===== src/sv/i2cbe_pkg.sv =====
package i2cbe_pkg;

  // command codes carried by the func field
  typedef enum logic [2:0] {
    FUNC_NONE    = 3'd0,
    FUNC_START   = 3'd1,
    FUNC_STOP    = 3'd2,
    FUNC_SEND    = 3'd3,
    FUNC_RECEIVE = 3'd4,
    FUNC_RECOVER = 3'd5,
    FUNC_PROBE   = 3'd6
  } func_e;

  // configuration register indexes
  localparam int unsigned CfgIdxW = 2;
  localparam logic [CfgIdxW-1:0] CFG_SETUP = 2'd0;
  localparam logic [CfgIdxW-1:0] CFG_HALF  = 2'd1;
  localparam logic [CfgIdxW-1:0] CFG_ACK   = 2'd2;

  localparam logic [7:0] SETUP_RESET = 8'd2;
  localparam logic [7:0] HALF_RESET  = 8'd5;
  localparam logic [7:0] ACK_RESET   = 8'd4;

  localparam logic [5:0] BYTE_BITS = 6'd8;

  typedef enum logic [4:0] {
    PH_IDLE   = 5'd0,
    ST_SETUP  = 5'd1,
    ST_HIGH   = 5'd2,
    ST_LOW    = 5'd3,
    SP_SETUP  = 5'd4,
    SP_HIGH   = 5'd5,
    SP_REL    = 5'd6,
    TX_LOW    = 5'd7,
    TX_HIGH   = 5'd8,
    TX_GAP    = 5'd9,
    TX_REL    = 5'd10,
    TX_ACKH   = 5'd11,
    TX_TAIL   = 5'd12,
    RX_HIGH   = 5'd13,
    RX_LOW    = 5'd14,
    RX_ACK    = 5'd15,
    RX_ACKH   = 5'd16,
    RC_LOW0   = 5'd17,
    RC_HIGH   = 5'd18,
    RC_LOW    = 5'd19,
    PB_SETUP  = 5'd20,
    PB_HIGH   = 5'd21,
    PB_REL    = 5'd22,
    PB_SETTLE = 5'd23,
    PB_CHECK  = 5'd24
  } phase_e;

  typedef struct packed {
    logic [7:0] setup_ticks;
    logic [7:0] half_ticks;
    logic [7:0] ack_ticks;
  } cfg_t;

  typedef struct packed {
    logic       scl;
    logic       sda;
    logic       busy;
    logic       done;
    logic [7:0] rx_byte;
    logic       nack;
    logic [4:0] probe_left;
  } res_t;

endpackage


===== src/sv/i2cbe_cfg.sv =====
module i2cbe_cfg import i2cbe_pkg::*; (
  input  logic               clk_i,
  input  logic               rst_ni,
  input  logic               cfg_we_i,
  input  logic [CfgIdxW-1:0] cfg_idx_i,
  input  logic [7:0]         cfg_data_i,
  output cfg_t               cfg_o
);

  cfg_t cfg_q;

  always_ff @(posedge clk_i or negedge rst_ni) begin
    if (!rst_ni) begin
      cfg_q.setup_ticks <= SETUP_RESET;
      cfg_q.half_ticks  <= HALF_RESET;
      cfg_q.ack_ticks   <= ACK_RESET;
    end else if (cfg_we_i) begin
      unique case (cfg_idx_i)
        CFG_SETUP: cfg_q.setup_ticks <= cfg_data_i;
        CFG_HALF:  cfg_q.half_ticks  <= cfg_data_i;
        CFG_ACK:   cfg_q.ack_ticks   <= cfg_data_i;
        default: ;  // unmapped index, dropped
      endcase
    end
  end

  assign cfg_o = cfg_q;

endmodule


===== src/sv/i2cbe_seq.sv =====
module i2cbe_seq import i2cbe_pkg::*; #(
  parameter int unsigned RECOVER_CLOCKS = 16,
  parameter int unsigned PROBE_CHECKS   = 16
) (
  input  logic       clk_i,
  input  logic       rst_ni,
  input  logic       step_i,
  input  logic [2:0] func_i,
  input  logic [7:0] tx_byte_i,
  input  logic       send_ack_i,
  input  logic       sda_in_i,
  input  cfg_t       cfg_i,
  output res_t       res_o
);

  localparam logic [5:0] RecLimit   = 6'(RECOVER_CLOCKS);
  localparam logic [4:0] ProbeStart = 5'(PROBE_CHECKS);

  phase_e     phase_q, phase_d;
  logic [7:0] wait_q, wait_d;
  logic [4:0] bit_q, bit_d;
  logic [7:0] shift_q, shift_d;
  logic       scl_q, scl_d, sda_q, sda_d, ackc_q, ackc_d;
  logic [7:0] rx_q, rx_d;
  logic       nack_q, nack_d;
  logic [4:0] probe_q, probe_d;

  logic       idle, leave, done;
  logic [5:0] bit_inc;
  logic       tx_more, rx_more, rc_more, pb_end;
  logic [7:0] load_ticks, raw_ticks;

  assign idle    = (phase_q == PH_IDLE);
  assign leave   = !idle && (wait_q <= 8'd1);
  assign bit_inc = {1'b0, bit_q} + 6'd1;
  assign tx_more = bit_inc < BYTE_BITS;
  assign rx_more = bit_inc < BYTE_BITS;
  assign rc_more = bit_inc < RecLimit;
  assign pb_end  = !sda_in_i || (bit_q <= 5'd1);

  // next phase
  always_comb begin
    phase_d = phase_q;
    if (idle) begin
      unique case (func_i)
        FUNC_START:   phase_d = ST_SETUP;
        FUNC_STOP:    phase_d = SP_SETUP;
        FUNC_SEND:    phase_d = TX_LOW;
        FUNC_RECEIVE: phase_d = RX_HIGH;
        FUNC_RECOVER: phase_d = RC_LOW0;
        FUNC_PROBE:   phase_d = PB_SETUP;
        default:      phase_d = PH_IDLE;
      endcase
    end else if (leave) begin
      unique case (phase_q)
        ST_SETUP:  phase_d = ST_HIGH;
        ST_HIGH:   phase_d = ST_LOW;
        SP_SETUP:  phase_d = SP_HIGH;
        SP_HIGH:   phase_d = SP_REL;
        TX_LOW:    phase_d = TX_HIGH;
        TX_HIGH:   phase_d = tx_more ? TX_LOW : TX_GAP;
        TX_GAP:    phase_d = TX_REL;
        TX_REL:    phase_d = TX_ACKH;
        TX_ACKH:   phase_d = TX_TAIL;
        RX_HIGH:   phase_d = RX_LOW;
        RX_LOW:    phase_d = rx_more ? RX_HIGH : RX_ACK;
        RX_ACK:    phase_d = RX_ACKH;
        RC_LOW0:   phase_d = RC_HIGH;
        RC_HIGH:   phase_d = RC_LOW;
        RC_LOW:    phase_d = rc_more ? RC_HIGH : SP_SETUP;
        PB_SETUP:  phase_d = PB_HIGH;
        PB_HIGH:   phase_d = PB_REL;
        PB_REL:    phase_d = PB_SETTLE;
        PB_SETTLE: phase_d = PB_CHECK;
        PB_CHECK:  phase_d = pb_end ? PH_IDLE : PB_CHECK;
        default:   phase_d = PH_IDLE;  // end of command or stray code
      endcase
    end
  end

  assign done = leave && (phase_d == PH_IDLE);

  // delay loaded on entry depends only on the phase entered
  always_comb begin
    unique case (phase_d)
      ST_SETUP, SP_SETUP, PB_SETUP:             raw_ticks = cfg_i.setup_ticks;
      TX_TAIL, RX_ACK, RX_ACKH, PB_SETTLE:      raw_ticks = cfg_i.ack_ticks;
      default:                                  raw_ticks = cfg_i.half_ticks;
    endcase
    load_ticks = (raw_ticks == 8'd0) ? 8'd1 : raw_ticks;
  end

  always_comb begin
    if (idle && phase_d == PH_IDLE) begin
      wait_d = wait_q;
    end else if (idle || leave) begin
      wait_d = (phase_d == PH_IDLE) ? 8'd0 : load_ticks;
    end else begin
      wait_d = wait_q - 8'd1;
    end
  end

  // line drives and data path
  always_comb begin
    bit_d   = bit_q;
    shift_d = shift_q;
    scl_d   = scl_q;
    sda_d   = sda_q;
    ackc_d  = ackc_q;
    rx_d    = rx_q;
    nack_d  = nack_q;
    probe_d = probe_q;
    if (idle) begin
      unique case (func_i)
        FUNC_START: sda_d = 1'b1;
        FUNC_STOP:  sda_d = 1'b0;
        FUNC_SEND: begin
          sda_d   = tx_byte_i[7];
          shift_d = {tx_byte_i[6:0], 1'b0};
          bit_d   = 5'd0;
          scl_d   = 1'b0;
        end
        FUNC_RECEIVE: begin
          ackc_d  = send_ack_i;
          sda_d   = 1'b1;
          shift_d = 8'd0;
          bit_d   = 5'd0;
          scl_d   = 1'b1;
        end
        FUNC_RECOVER: begin
          scl_d = 1'b0;
          bit_d = 5'd0;
        end
        FUNC_PROBE: sda_d = 1'b0;
        default: ;
      endcase
    end else if (leave) begin
      unique case (phase_q)
        ST_SETUP, SP_SETUP, TX_LOW, TX_REL, RC_LOW0, PB_SETUP: scl_d = 1'b1;
        ST_LOW, SP_REL, RC_HIGH: scl_d = 1'b0;
        ST_HIGH: sda_d = 1'b0;
        SP_HIGH, TX_GAP, PB_HIGH: sda_d = 1'b1;
        TX_HIGH: begin
          scl_d = 1'b0;
          if (tx_more) begin
            bit_d   = bit_inc[4:0];
            sda_d   = shift_q[7];
            shift_d = {shift_q[6:0], 1'b0};
          end
        end
        TX_ACKH: begin
          nack_d = sda_in_i;
          scl_d  = 1'b0;
        end
        RX_HIGH: begin
          shift_d = {shift_q[6:0], sda_in_i};
          scl_d   = 1'b0;
        end
        RX_LOW: begin
          if (rx_more) begin
            bit_d = bit_inc[4:0];
            scl_d = 1'b1;
          end else begin
            sda_d = !ackc_q;
          end
        end
        RX_ACK: scl_d = 1'b1;
        RX_ACKH: begin
          scl_d = 1'b0;
          sda_d = 1'b1;
          rx_d  = shift_q;
        end
        RC_LOW: begin
          if (rc_more) begin
            bit_d = bit_inc[4:0];
            scl_d = 1'b1;
          end else begin
            sda_d = 1'b0;
          end
        end
        PB_REL: begin
          scl_d = 1'b0;
          sda_d = 1'b1;
        end
        PB_SETTLE: bit_d = ProbeStart;
        PB_CHECK: begin
          if (!sda_in_i) begin
            probe_d = bit_q;
          end else if (bit_q <= 5'd1) begin
            probe_d = 5'd0;
          end else begin
            bit_d = bit_q - 5'd1;
          end
        end
        default: ;
      endcase
    end
  end

  always_ff @(posedge clk_i or negedge rst_ni) begin
    if (!rst_ni) begin
      phase_q <= PH_IDLE;
      wait_q  <= 8'd0;
      bit_q   <= 5'd0;
      shift_q <= 8'd0;
      scl_q   <= 1'b1;
      sda_q   <= 1'b1;
      ackc_q  <= 1'b0;
      rx_q    <= 8'd0;
      nack_q  <= 1'b0;
      probe_q <= 5'd0;
    end else if (step_i) begin
      phase_q <= phase_d;
      wait_q  <= wait_d;
      bit_q   <= bit_d;
      shift_q <= shift_d;
      scl_q   <= scl_d;
      sda_q   <= sda_d;
      ackc_q  <= ackc_d;
      rx_q    <= rx_d;
      nack_q  <= nack_d;
      probe_q <= probe_d;
    end
  end

  always_comb begin
    res_o.scl        = scl_d;
    res_o.sda        = sda_d;
    res_o.busy       = (phase_d != PH_IDLE);
    res_o.done       = done;
    res_o.rx_byte    = rx_d;
    res_o.nack       = nack_d;
    res_o.probe_left = probe_d;
  end

endmodule


===== src/sv/i2c_master_bit_engine_core.sv =====
// I2C master bit engine: one tick transfer in, one result transfer out.
// Path: a tick taken into the input register is stepped through the
// sequencer into the result register, from where its result can be taken;
// throughput one tick per cycle while the result side does not stall, set
// by the combinational sequencer step between the two registers.
// Reset (rst_ni low, asynchronous): sequencer idle, both lines released,
// delays back to 2/5/4 ticks, held results cleared, pipeline empty.
module i2c_master_bit_engine_core import i2cbe_pkg::*; #(
  parameter int unsigned RECOVER_CLOCKS = 16,
  parameter int unsigned PROBE_CHECKS   = 16
) (
  input  logic               clk_i,
  input  logic               rst_ni,
  // configuration writes
  input  logic               cfg_we_i,
  input  logic [CfgIdxW-1:0] cfg_idx_i,
  input  logic [7:0]         cfg_data_i,
  // tick channel
  input  logic               in_valid_i,
  output logic               in_stall_o,
  input  logic [2:0]         func_i,
  input  logic [7:0]         tx_byte_i,
  input  logic               send_ack_i,
  input  logic               sda_in_i,
  // result channel
  output logic               out_valid_o,
  input  logic               out_stall_i,
  output logic               scl_out_o,
  output logic               sda_out_o,
  output logic               busy_res_o,
  output logic               done_res_o,
  output logic [7:0]         rx_byte_o,
  output logic               nack_seen_o,
  output logic [4:0]         probe_left_o
);

  cfg_t cfg;
  res_t res_d, res_q;

  // input register
  logic       in_valid_q;
  logic [2:0] func_q;
  logic [7:0] tx_byte_q;
  logic       send_ack_q, sda_in_q;
  logic       out_valid_q;

  logic out_ready;  // result register free or being drained this cycle
  logic step;       // tick in the input register is executed now
  logic in_take;

  assign out_ready  = !out_valid_q || !out_stall_i;
  assign step       = in_valid_q && out_ready;
  // input register refills when empty or when its tick moves on
  assign in_stall_o = in_valid_q && !out_ready;
  assign in_take    = in_valid_i && !in_stall_o;

  always_ff @(posedge clk_i or negedge rst_ni) begin
    if (!rst_ni) begin
      in_valid_q <= 1'b0;
    end else if (!in_stall_o) begin
      in_valid_q <= in_valid_i;
    end
  end

  // payload needs no reset
  always_ff @(posedge clk_i) begin
    if (in_take) begin
      func_q     <= func_i;
      tx_byte_q  <= tx_byte_i;
      send_ack_q <= send_ack_i;
      sda_in_q   <= sda_in_i;
    end
  end

  i2cbe_cfg u_cfg (
    .clk_i      (clk_i),
    .rst_ni     (rst_ni),
    .cfg_we_i   (cfg_we_i),
    .cfg_idx_i  (cfg_idx_i),
    .cfg_data_i (cfg_data_i),
    .cfg_o      (cfg)
  );

  // sequencer state advances only when its tick transfer can complete
  i2cbe_seq #(
    .RECOVER_CLOCKS (RECOVER_CLOCKS),
    .PROBE_CHECKS   (PROBE_CHECKS)
  ) u_seq (
    .clk_i      (clk_i),
    .rst_ni     (rst_ni),
    .step_i     (step),
    .func_i     (func_q),
    .tx_byte_i  (tx_byte_q),
    .send_ack_i (send_ack_q),
    .sda_in_i   (sda_in_q),
    .cfg_i      (cfg),
    .res_o      (res_d)
  );

  // result register
  always_ff @(posedge clk_i or negedge rst_ni) begin
    if (!rst_ni) begin
      out_valid_q <= 1'b0;
    end else if (out_ready) begin
      out_valid_q <= in_valid_q;
    end
  end

  always_ff @(posedge clk_i) begin
    if (step) begin
      res_q <= res_d;
    end
  end

  assign out_valid_o  = out_valid_q;
  assign scl_out_o    = res_q.scl;
  assign sda_out_o    = res_q.sda;
  assign busy_res_o   = res_q.busy;
  assign done_res_o   = res_q.done;
  assign rx_byte_o    = res_q.rx_byte;
  assign nack_seen_o  = res_q.nack;
  assign probe_left_o = res_q.probe_left;

endmodule


===== config.mk =====
export PLATFORM = sky130hd
export DESIGN_NAME = i2c_master_bit_engine_core
export DESIGN_NICKNAME = d
export VERILOG_FILES = /design/src/sv/i2cbe_pkg.sv /design/src/sv/i2cbe_cfg.sv /design/src/sv/i2cbe_seq.sv /design/src/sv/i2c_master_bit_engine_core.sv
export SDC_FILE = /design/constraint.sdc
export NUM_CORES = 1
export LEC_CHECK = 0
export ABC_AREA = 1
export BUFFER_PORTS_ARGS = -buffer_cell sky130_fd_sc_hd__buf_2
export CORE_ASPECT_RATIO = 1.75
export CORE_MARGIN = 2
export CORE_UTILIZATION = 67
export CTS_BUF_LIST = sky130_fd_sc_hd__clkbuf_8
export CTS_CLUSTER_DIAMETER = 60
export DETAILED_ROUTE_END_ITERATION = 10
export PLACE_DENSITY = 0.85
export SYNTH_ARGS = -nofsm -noshare
export SYNTH_HDL_FRONTEND = slang
export SYNTH_HIERARCHICAL = 1
export SYNTH_SLANG_ARGS = --single-unit

===== constraint.sdc =====
create_clock -name clk_i -period 5.44 [get_ports clk_i]
set_clock_uncertainty 0.2 [all_clocks]
set_input_delay 1.088 -clock clk_i [delete_from_list [all_inputs] [get_ports clk_i]]
set_output_delay 1.088 -clock clk_i [all_outputs]
set_load 0.005 [all_outputs]

==> results of run 1 <==
==> worst paths after layout <==
check / to
max: u_seq/wait_q[0]$_DFFE_PN0P_
min: u_cfg/cfg_o[10]$_DFFE_PN1P_
max reg2reg: u_seq/wait_q[0]$_DFFE_PN0P_
min reg2reg: u_cfg/cfg_o[10]$_DFFE_PN1P_
max in group asynchronous: u_cfg/cfg_o[23]$_DFFE_PN0P_
min in group asynchronous: u_seq/rx_q[2]$_DFFE_PN0P_
==> report_power, final <==
| part | leakage [nW] | internal [W] | switching (W) |
|---|---|---|---|
| combinational | 1.67 | 0.000381 | 0.000859 |
| clock | 0.0964 | 0.000183 | 0.000276 |
| sequential | 1.18 | 0.000939 | 0.000140 |
| total | 2.94 | 0.00150 | 0.00128 |
==> metal layers <==
metal / GRT usage, % / vias to the layer above / wire [um]
met4: 23.1 / 0 / 1170
met2: 60.8 / 228 / 8100
met5: 0 / - / 0
met1: 34.0 / 2358 / 5000
met3: 6.69 / 84 / 704
li1: - / 2425 / -
==> state kept, by name, indices dropped and copies added, names as in the netlist, 3 cells and up <==
signal,cells
u_cfg/cfg_o,24
rx_byte_o,8
tx_byte_q,8
u_seq/rx_q,8
u_seq/shift_q,8
u_seq/wait_q,8
probe_left_o,5
u_seq/bit_q,5
u_seq/phase_q,5
u_seq/probe_q,5
func_q,3
==> worst reg2reg max path, cell delays in order (launching register included) <==
cell and delay (ps):
dfrtp_1 410, inv_1 110, ha_1 260, nor2_1 100, nor3_2 100, nand3_1 200
nor2_2 450, inv_2 170, nor2_1 180, nor2_2 90, inv_1 90, nor2_2 60
nand3_1 80, nand3_2 260, nand2_1 140, nand2_1 70, nor2_1 150, nand2_1 70
nor2_1 150, nand2_1 90, nand2_1 70, nand2_1 50, a21oi_2 110
==> Yosys cell counts, types with 7 or more instances <==
master and count:
nand2_1 223, nor2_1 65, inv_1 64, dfrtp_1 63, o21ai_0 63, nand3_1 45
a21oi_1 37, edfxtp_1 31, nand4_1 22, nor3_1 11, inv_2 8, buf_6 7
nor2_2 7
==> cell families after synthesis <==
logic type	Yosys count
buf+inv	100
fa+ha+maj	5
xor+xnor	6
simple gates	391
compound gates	115
mux	1
flops	100
==> stage by stage <==
stage	setup WS [ps]	area, um2
3_5_place_dp	1920	5810
2_1_floorplan	1850	5610
4_1_cts	1880	5990
6_report	1740	5990
3_3_place_gp	2030	5810
5_1_grt	1440	5990
==> layout make-up <==
type                    count  area share [%]
clock inverters             6           0.752
repair buffers             49            4.18
clock buffers              10            2.30
flip-flops and latches    100            44.5
well taps                  92            1.92
multi-input cells         518            41.6
inverters                  75            4.74
==> key figures, run 1 <==
Synthesis
  – Simple-Gate Fraction of Synth Area: a little under a third
  – Top cell type's share of synthesized area: ~28%
  – Synthesized area per cell: about 7.8 um2
  – Yosys cell types: 42
  – Post-synthesis instance total: 718
  – Number of synthesized flops with an enable pin: 31
  – Main synth FF type: dfrtp_1
  – Synth area leader: dfrtp_1
  – Adder-Cell Fraction of Synth Area: ~1.1%
  – Seq/Total Area, Yosys: 47.5%
  – Synth Register Bits: 100
  – Largest cells by area after synthesis: dfrtp_1 (28%), edfxtp_1 (17%), nand2_1 (15%)
  – Syn Nets: 751
  – YS warnings: 6
  – Post-synthesis xor/xnor area fraction: 0.938%
  – Synth Area in Compound Gates: 11.1%
  – Mux contribution to synthesized area: 0.201%
  – Async S/R FF share, synth: between 60% and 70%
  – Main combinational cell family by area after synthesis: simple AND/OR/NAND/NOR gates
  – Mapped Area: 5610 um2

Worst setup path
  – Worst path max stage delay: 450 ps
  – Delay-heaviest family, CP: simple AND/OR/NAND/NOR gates
  – Worst r2r src: u_seq/wait_q[0]$_DFFE_PN0P_
  – Worst Path Max Fanout: 15
  – Worst path required time: 5560 ps
  – Crit path DAT: 3820 ps
  – Worst path depth: 22
  – Endpoint class of the critical path: register
  – Crit path launch: u_seq/wait_q[0]$_DFFE_PN0P_
  – FF-to-FF path depth: 22
  – CP bufs+invs: 3
  – Crit Path Class: register to register
  – Slowest-stage cell, CP: nor2_2
  – Crit-path most repeated cell: nand2_1
  – Startpoint types: register
  – R2R setup slack: 1740 ps
  – Worst path cell trace: inv_1 > ha_1 > nor2_1 > nor3_2 > nand3_1 > nor2_2 > inv_2 > nor2_1 > nor2_2 > inv_1 > nor2_2 > nand3_1 > nand3_2 > nand2_1 > nand2_1 > nor2_1 > nand2_1 > nor2_1 > nand2_1 > nand2_1 > nand2_1 > a21oi_2

Place
  – Dpl hpwl: 11,400 um
  – GP Congestion: roughly 1.1
  – Inst Count DP: 834
  – Number of port buffers: 47

Drt
  – Drt total wl: 15,000 um
  – Wire per inst: ~18 um
  – Mean number of vias per cell: 5.99
  – Remaining routing DRC violations: 0
  – 1st-iter DRT viols: 409
  – Vias post-DR: approximately 5k
  – Post-DRT Antenna Nets: 0
  – Drt pass-1 iters: 7

Finish
  – Commonest non-fill, non-tap cell in the layout: nand2_1
  – Nets: between 700 and 800
  – Most frequent cells in the layout: nand2_1 (223), inv_1 (65), nor2_1 (65)
  – Fillers: between 600 and 700
  – Layout area overhead: 6.90%
  – N_diodes: 0
  – Register area: roughly 2700 um2
  – Area of the multi-input gates: between 2000 and 2500 um2
  – Post-Layout Cell Count: 850
  – Share of cells above drive strength 1: 14.1%
  – Core Util, Final: roughly 73%

CTS
  – Clk buf depth: 2
  – Reg clk slew, reported paths: 100 ps
  – Total CTS buffers: 9
  – CTS tree: done
  – Post-CTS resize count: 0
  – Max H-tree Level: 3
  – Clock Latency Late Sink: 380 ps
  – Clock Sinks: 100
  – Post-CTS Setup Bufs: 0
  – Root Buffer: clkbuf_8
  – Hold-fix buffers, CTS: 0

STA
  – RSZ-0062 raised after global routing: no
  – Min Tclk post-route: 3700 ps
  – Max Slew Vio Count: 0
  – Hold Slack: 270 ps
  – Fin crit share: 68.0%
  – Fmax: around 270 MHz
  – Final setup fails: 0
  – Slew of the pin with the lowest slew margin: between 600 and 700 ps
  – Final Hold Viols: 0
  – Slew margin rel.: 56.5%
  – Setup TNS: 0 ps

Power and ir drop
  – Total power: roughly 0.0028 W
  – Leak: 2.94 nW
  – Peak supply drop: 0.000351 V
  – PwrDens: 464 nW/um2

Die
  – Initial core utilization: 68.3%
  – Die width: roughly 73 um
  – IO Pins: between 40 and 50
  – Site row count: 44
  – Die ar.: 9140 um2
  – Die span in y: approximately 130 um
  – Core area: between 8000 and 9000 um2

Global route
  – Tot GR Track Use: roughly a third
  – Gr ovfl total: 0
  – First-pass GRT wire length: roughly 24,000 um
  – Initial antenna violation count: 0
  – Largest net degree at the start of global routing: 45
  – Vias in the first global route: approximately 5.0k

Min path
  – Hold Startpoint: u_cfg/cfg_o[10]$_DFFE_PN1P_
  – Worst min path class: register to register
  – Hold depth: 2

Run status
  – Status: complete, no violations

Run
  – Max-Cap Viols: 0
(Power assumes the default switching activity.)
==> inputs of run 2 (changes only) <==
--- a/config.mk
+++ b/config.mk
@@ -9,11 +9,11 @@
 export BUFFER_PORTS_ARGS = -buffer_cell sky130_fd_sc_hd__buf_2
 export CORE_ASPECT_RATIO = 1.75
 export CORE_MARGIN = 2
-export CORE_UTILIZATION = 67
+export CORE_UTILIZATION = 56
 export CTS_BUF_LIST = sky130_fd_sc_hd__clkbuf_8
 export CTS_CLUSTER_DIAMETER = 60
 export DETAILED_ROUTE_END_ITERATION = 10
-export PLACE_DENSITY = 0.85
+export PLACE_DENSITY = 0.76
 export SYNTH_ARGS = -nofsm -noshare
 export SYNTH_HDL_FRONTEND = slang
 export SYNTH_HIERARCHICAL = 1
==> constraint.sdc (replaced) <==
create_clock -name clk_i -period 3.4 [get_ports clk_i]
set_clock_uncertainty 0.2 [all_clocks]
set_input_delay 0.68 -clock clk_i [delete_from_list [all_inputs] [get_ports clk_i]]
set_output_delay 0.68 -clock clk_i [all_outputs]
set_load 0.005 [all_outputs]
==> key figures, run 2 (synthesis results as in run 1) <==
Drt
  – 1st-iter DRT viols: 504 (+23%)
  – Drt pass-1 iters: 5 (-2)
  – Drt total wl: 14,800 um (-1.3%)
  – Mean number of vias per cell: 5.74 (-4.3%)
  – Vias post-DR: 5,118 (+0.45%)
  – Post-DRT Antenna Nets: 0 (unchanged)
  – Wire per inst: 16.6 um (-6.0%)
  – Remaining routing DRC violations: 0 (unchanged)

CTS
  – Root Buffer: clkbuf_8
  – Clock Sinks: 100 (unchanged)
  – Max H-tree Level: 3 (unchanged)
  – Clock Latency Late Sink: 370 ps (about the same)
  – CTS tree: done
  – Clk buf depth: 2 (unchanged)
  – Reg clk slew, reported paths: 110 ps (about the same)
  – Total CTS buffers: 9 (unchanged)
  – Hold-fix buffers, CTS: 0 (unchanged)

Finish
  – Nets: 795 (+1.1%)
  – N_diodes: 0 (unchanged)
  – Design Area, Final: 6170 um2 (+3.0%)
  – Post-Layout Cell Count: 892 (+4.9%)
  – Max reg flops: 24 (unchanged)
  – Most frequent cells in the layout: nand2_1 (222), nor2_1 (65), inv_1 (64)
  – Share of cells above drive strength 1: 15.9% (+1.8 points)
  – Fillers: 854 (+33%)
  – Layout area overhead: 10.1%
  – Commonest non-fill, non-tap cell in the layout: nand2_1

Worst setup path
  – Startpoint types: register
  – Worst path required time: 3510 ps (-2050 ps)
  – Worst Path Max Fanout: 10 (-5)
  – Endpoint class of the critical path: register
  – Worst r2r src: u_seq/wait_q[0]$_DFFE_PN0P_
  – Crit path DAT: 3310 ps (-510 ps)
  – Crit path launch: u_seq/wait_q[0]$_DFFE_PN0P_
  – Crit Path Class: register to register

Power and ir drop
  – Total power: 0.00456 W (+64%)
  – PwrDens: 739 nW/um2 (+59%)
  – Clk pwr share: 16.3% (-0.2 points)
  – Leak: 3.00 nW (+2.1%)
  – Seq pwr share: 37.8% (-1.0 points)
  – Comb power frac: 45.9% (+1.3 points)
  – Sw Ratio: 45.7% (-0.17 points)
  – Peak supply drop: 0.000402 V (+14%)
  – Pint: 0.00248 W (+65%)
  – Psw: 0.00209 W (+64%)

Place
  – Inst Count DP: 874 (+4.8%)
  – Placed cell area: 5920 um2 (+1.8%)
  – Dpl hpwl: 11,100 um (-2.8%)
  – Number of port buffers: 47 (unchanged)
  – Dpl ws: 209 ps (-1720 ps)
  – GP Congestion: 1.03 (-4.1%)

Run status
  – Status: complete, no violations

Die
  – Die span in y: 136 um (+9.1%)
  – Core area: 9790 um2 (+19%)
  – IO Pins: 48 (unchanged)
  – Initial core utilization: 57.3% (-11 points)
  – Site row count: 48 (+9.1%)
  – Die width: 79.6 um (+8.9%)
  – Die ar.: 10,900 um2 (+19%)

STA
  – Max Slew Vio Count: 0 (unchanged)
  – Final Hold Viols: 0 (unchanged)
  – Final setup fails: 0 (unchanged)
  – Slew of the pin with the lowest slew margin: 867 ps (+214 ps)
  – Final worst setup slack: 200 ps (-1540 ps)
  – Min Tclk post-route: 3200 ps (-501 ps)
  – Slew margin rel.: 42.2% (-14 points)
  – Fmax: 312 MHz (+16%)
  – Fin crit share: 94.1% (+26 points)

Global route
  – Initial antenna violation count: 0 (unchanged)
  – Gr ovfl total: 0 (unchanged)
  – Tot GR Track Use: 28.3% (-5.8 points)
  – First-pass GRT wire length: 23,500 um (-1.1%)
  – Largest net degree at the start of global routing: 55 (+22%)
  – Vias in the first global route: 5,050 (+0.50%)

Run
  – Max-Cap Viols: 0 (unchanged)

Min path
  – Worst min path class: input pin to async pin
==> run 2: changes by cell type in the layout (fill, tap and decap cells not counted), sizes merged <==
cell    delta
buf        +8
clkinv     +2
clkbuf     -1
inv        -1
nand3      +1
==> run 2: final cells by class <==
class	instances	area (um2)	area share (%)
Clock inverter	7	68.8	1.12
Timing Repair Buffer	57	323	5.23
Sequential cell	100	2670	43.2
Clock buffer	9	124	2.01
Tap cell	125	156	2.53
Inverter	75	284	4.60
Multi-Input combinational cell	519	2550	41.3
==> run 2: worst max-delay path: stages, from the launching register on <==
cell and delay [ps]:
dfrtp_1 420, inv_1 110, ha_2 230, nor2_1 70, nor3_2 120, nand3_2 130
nor2_2 130, buf_4 190, o21ai_1 100, nor2_2 160, inv_1 90, nand2_1 90
nand2_1 70, nand2_2 130, nand3_4 140, nand2_1 90, nand2_1 50, nor2_1 160
nand2_1 80, nor2_1 80, nand2_1 60, nand2_1 50, nand2_1 60, a21oi_2 110
==> run 2: timing repair <==
action | CTS | global route
setup buffers | 0 | 1
resized for setup | 0 | 9
endpoints found under the setup margin | 0 | 7
==> run 2: final timing paths <==
path,to,slack (ps),depth (start not counted)
setup reg to reg,u_seq/wait_q[0]$_DFFE_PN0P_,200,23
hold reg to reg,u_cfg/cfg_o[10]$_DFFE_PN1P_,280,2
max in group asynchronous,u_seq/scl_q$_DFFE_PN1P_,2050,2
setup / recovery,u_seq/wait_q[0]$_DFFE_PN0P_,200,23
min in group clk_i,u_cfg/cfg_o[10]$_DFFE_PN1P_,280,2
hold / removal,u_seq/rx_q[2]$_DFFE_PN0P_,210,1
==> run 2: metal layers <==
layer	part of all wire (%)	track usage, %	routed length (um)
met4	6.5	19.1	963
met5	0	0	0
met1	36	28.5	5250
met3	4.9	4.91	720
met2	53	51.6	7830
==> run 2: through the flow <==
step,TNS (ps),hold slack [ps],util [%]
global route,-242,251,63.0
finish,0,211,63.0
floorplan,0,184,-
detailed placement,0,257,60.4
global placement,0,255,60.4
CTS,0,221,62.4
==> run 2: power by group through the flow <==
stage	clock network (W)	logic [W]	registers, W
after detailed placement	0	0.00195	0.00174
after global routing	0.000807	0.00233	0.00175
after global placement	0	0.00192	0.00174
after floorplan	0	0.00152	0.00167
final	0.000743	0.00209	0.00172
after CTS	0.000758	0.00196	0.00172
==> inputs of run 3 (changes only) <==
==> constraint.sdc (replaced) <==
create_clock -name clk_i -period 3.4 [get_ports clk_i]
set_clock_uncertainty 0.2 [all_clocks]
set_input_delay 0.51 -clock clk_i [delete_from_list [all_inputs] [get_ports clk_i]]
set_output_delay 0.51 -clock clk_i [all_outputs]
set_load 0.005 [all_outputs]
==> key figures, run 3 (synthesis results as in run 1) <==
Die
  – Die width: 79.6 um (unchanged)
  – Die ar.: 10,900 um2 (unchanged)
  – Initial core utilization: 57.3% (unchanged)
  – Die span in y: 136 um (unchanged)
  – Core area: 9790 um2 (unchanged)
  – IO Pins: 48 (unchanged)
  – Site row count: 48 (unchanged)

Power and ir drop
  – Sw Ratio: 45.4% (-0.28 points)
  – Comb power frac: 45.7% (-0.2 points)
  – Leak: 3.01 nW (+0.23%)
  – Total power: 0.00452 W (-0.94%)
  – Psw: 0.00205 W (-1.6%)
  – Seq pwr share: 38.5% (+0.7 points)
  – Peak supply drop: 0.000449 V (+12%)
  – PwrDens: 731 nW/um2 (-1.1%)
  – Clk pwr share: 15.8% (-0.5 points)
  – Pint: 0.00246 W (-0.42%)

Global route
  – Largest net degree at the start of global routing: 37 (-33%)
  – Gr ovfl total: 0 (unchanged)
  – Initial antenna violation count: 0 (unchanged)
  – First-pass GRT wire length: 23,400 um (-0.18%)
  – Tot GR Track Use: 28.4% (+0.14 points)
  – Vias in the first global route: 4,999 (-1.0%)

Finish
  – Layout area overhead: 10.2%
  – Area of the multi-input gates: 2560 um2 (+0.49%)
  – Nets: 797 (+0.25%)
  – N_diodes: 0 (unchanged)
  – Commonest non-fill, non-tap cell in the layout: nand2_1
  – Share of cells above drive strength 1: 16.3% (+0.35 points)
  – Fillers: 832 (-2.6%)
  – Design Area, Final: 6180 um2 (+0.12%)
  – Register area: 2670 um2 (about the same)
  – Core Util, Final: 63.1% (+0.077 points)
  – Max reg flops: 24 (unchanged)
  – Most frequent cells in the layout: nand2_1 (222), inv_1 (66), o21ai_0 (63)

Worst setup path
  – CP bufs+invs: 1 (-2)
  – Crit Path Class: register to register
  – Startpoint types: register
  – Endpoint class of the critical path: register
  – R2R setup slack: 200 ps (about the same)
  – Crit path DAT: 3290 ps (-20 ps)
  – Crit-path most repeated cell: nand2_1
  – FF-to-FF path depth: 18 (-22%)
  – Worst r2r src: u_seq/phase_q[0]$_DFFE_PN0P_
  – Delay-heaviest family, CP: simple AND/OR/NAND/NOR gates
  – Worst path max stage delay: 520 ps (+100 ps)
  – Worst path required time: 3500 ps (about the same)
  – Worst path cell trace: inv_1 > nand2_1 > a21oi_1 > nor2_1 > nand2_1 > nor2_1 > nand2_1 > nand2_1 > nand3_2 > nor2_1 > nand3_1 > nand2_4 > nand2_1 > nand2_1 > nor2_2 > nor2_1 > o21ai_0 > o21ai_0
  – RR Endpoint: u_seq/wait_q[4]$_DFFE_PN0P_
  – Slowest-stage cell, CP: dfrtp_1
  – Worst Path Max Fanout: 13 (+3)

STA
  – Setup TNS: 0 ps (unchanged)
  – Slew margin rel.: 62.2% (+20 points)
  – Final Hold Viols: 0 (unchanged)
  – Max Slew Vio Count: 0 (unchanged)
  – Final setup fails: 0 (unchanged)
  – Fin crit share: 94.0% (-0.15 points)
  – Fmax: 313 MHz (+0.15%)
  – Slew of the pin with the lowest slew margin: 565 ps (-302 ps)
  – Min Tclk post-route: 3200 ps (-4.94 ps)
  – Hold Slack: 99.2 ps (-112 ps)

CTS
  – Clock Latency Late Sink: 380 ps (about the same)
  – Clock Sinks: 100 (unchanged)
  – CTS tree: done
  – Total CTS buffers: 9 (unchanged)
  – Max H-tree Level: 3 (unchanged)
  – Clk buf depth: 2 (unchanged)
  – Root Buffer: clkbuf_8
  – Reg clk slew, reported paths: 100 ps (about the same)

Drt
  – Met2 routed WL: 7860 um (+0.33%)
  – Post-DRT Antenna Nets: 0 (unchanged)
  – Top Metal Used: met4
  – Mean number of vias per cell: 5.73 (-0.15%)
  – Wl on met1: 5130 um (-2.3%)
  – 1st-iter DRT viols: 478 (-5.2%)
  – Vias post-DR: 5,122 (+0.078%)
  – Remaining routing DRC violations: 0 (unchanged)
  – Drt pass-1 iters: 6 (+1)
  – Wire per inst: 16.4 um (-0.95%)
  – WL met3: 780 um (+8.3%)
  – Drt total wl: 14,700 um (-0.73%)

Place
  – GP Congestion: 1.01 (-2.0%)
  – Dpl hpwl: 11,100 um (+0.28%)
  – Number of port buffers: 47 (unchanged)
  – Placed cell area: 5900 um2 (-0.21%)

Min path
  – Hold Startpoint: tx_byte_i[6]
  – Hold depth: 1
  – WHS Endpoint: tx_byte_q[6]$_DFFE_PP_
  – Worst min path class: input pin to register

Run
  – Max-Cap Viols: 0 (unchanged)

Run status
  – Status: complete, no violations
## run 3: timing repair
| action | in CTS | in global routing |
|---|---|---|
| buffers inserted | 0 | 2 |
| endpoints found under the hold margin | 63 | 0 |
| gates resized for setup | 0 | 15 |
| hold buffers | 1 | 0 |
| endpoints found under the setup margin | 0 | 7 |
## run 3: layer usage
metal | vias up | track usage (%)
li1 | 2458 | -
met1 | 2339 | 28.3
met2 | 249 | 52.9
met3 | 76 | 5.78
met4 | 0 | 16.7
met5 | - | 0
## run 3: area by class of cell
class / count / share of cell area (%)
Clock inverter: 7 / 0.871
Sequential cell: 100 / 43.2
Clock buffer: 9 / 2.00
Inverter: 75 / 4.60
Tap cell: 125 / 2.53
Multi-Input combinational cell: 519 / 41.5
Timing Repair Buffer: 59 / 5.37
## run 3: worst max path at each step
stage | start | to | slack, ps | cells after the start
final | u_seq/phase_q[0]$_DFFE_PN0P_ | u_seq/wait_q[4]$_DFFE_PN0P_ | 200 | 18
after global routing | u_seq/wait_q[0]$_DFFE_PN0P_ | u_seq/wait_q[0]$_DFFE_PN0P_ | -8 | 23
after CTS | u_seq/wait_q[0]$_DFFE_PN0P_ | u_seq/wait_q[4]$_DFFE_PN0P_ | 90 | 20
after detailed placement | u_seq/wait_q[0]$_DFFE_PN0P_ | u_seq/wait_q[4]$_DFFE_PN0P_ | 120 | 20
after global placement | u_seq/phase_q[4]$_DFFE_PN0P_ | u_seq/wait_q[0]$_DFFE_PN0P_ | 300 | 21
after floorplan | out_stall_i | u_seq/bit_q[4]$_DFFE_PN0P_ | 390 | 7
## run 3: worst register-to-register path, cell delays in order, from the launching register on
cell     delay (ps)
dfrtp_1         520
inv_1           150
nand2_1         220
a21oi_1         100
nor2_1          250
nand2_1         110
nor2_1          110
nand2_1          80
nand2_1         100
nand3_2         140
nor2_1          160
nand3_1         130
nand2_4         170
nand2_1          80
nand2_1         110
nor2_2           60
nor2_1          200
o21ai_0         120
o21ai_0         100
## run 3: metrics by stage
| step | setup WS, ps | instances |
|---|---|---|
| after floorplan | 390 | 718 |
| after CTS | 92.8 | 891 |
| final | 205 | 894 |
| after global routing | -7.99 | 894 |
| after detailed placement | 117 | 874 |
| after global placement | 295 | 874 |
## run 3: power groups by stage
stage	sequential (W)	clock, W	combinational (W)
after floorplan	0.00167	0	0.00152
after global placement	0.00175	0	0.00185
after detailed placement	0.00175	0	0.00190
after CTS	0.00173	0.000733	0.00191
after global routing	0.00176	0.000769	0.00230
final	0.00174	0.000714	0.00207
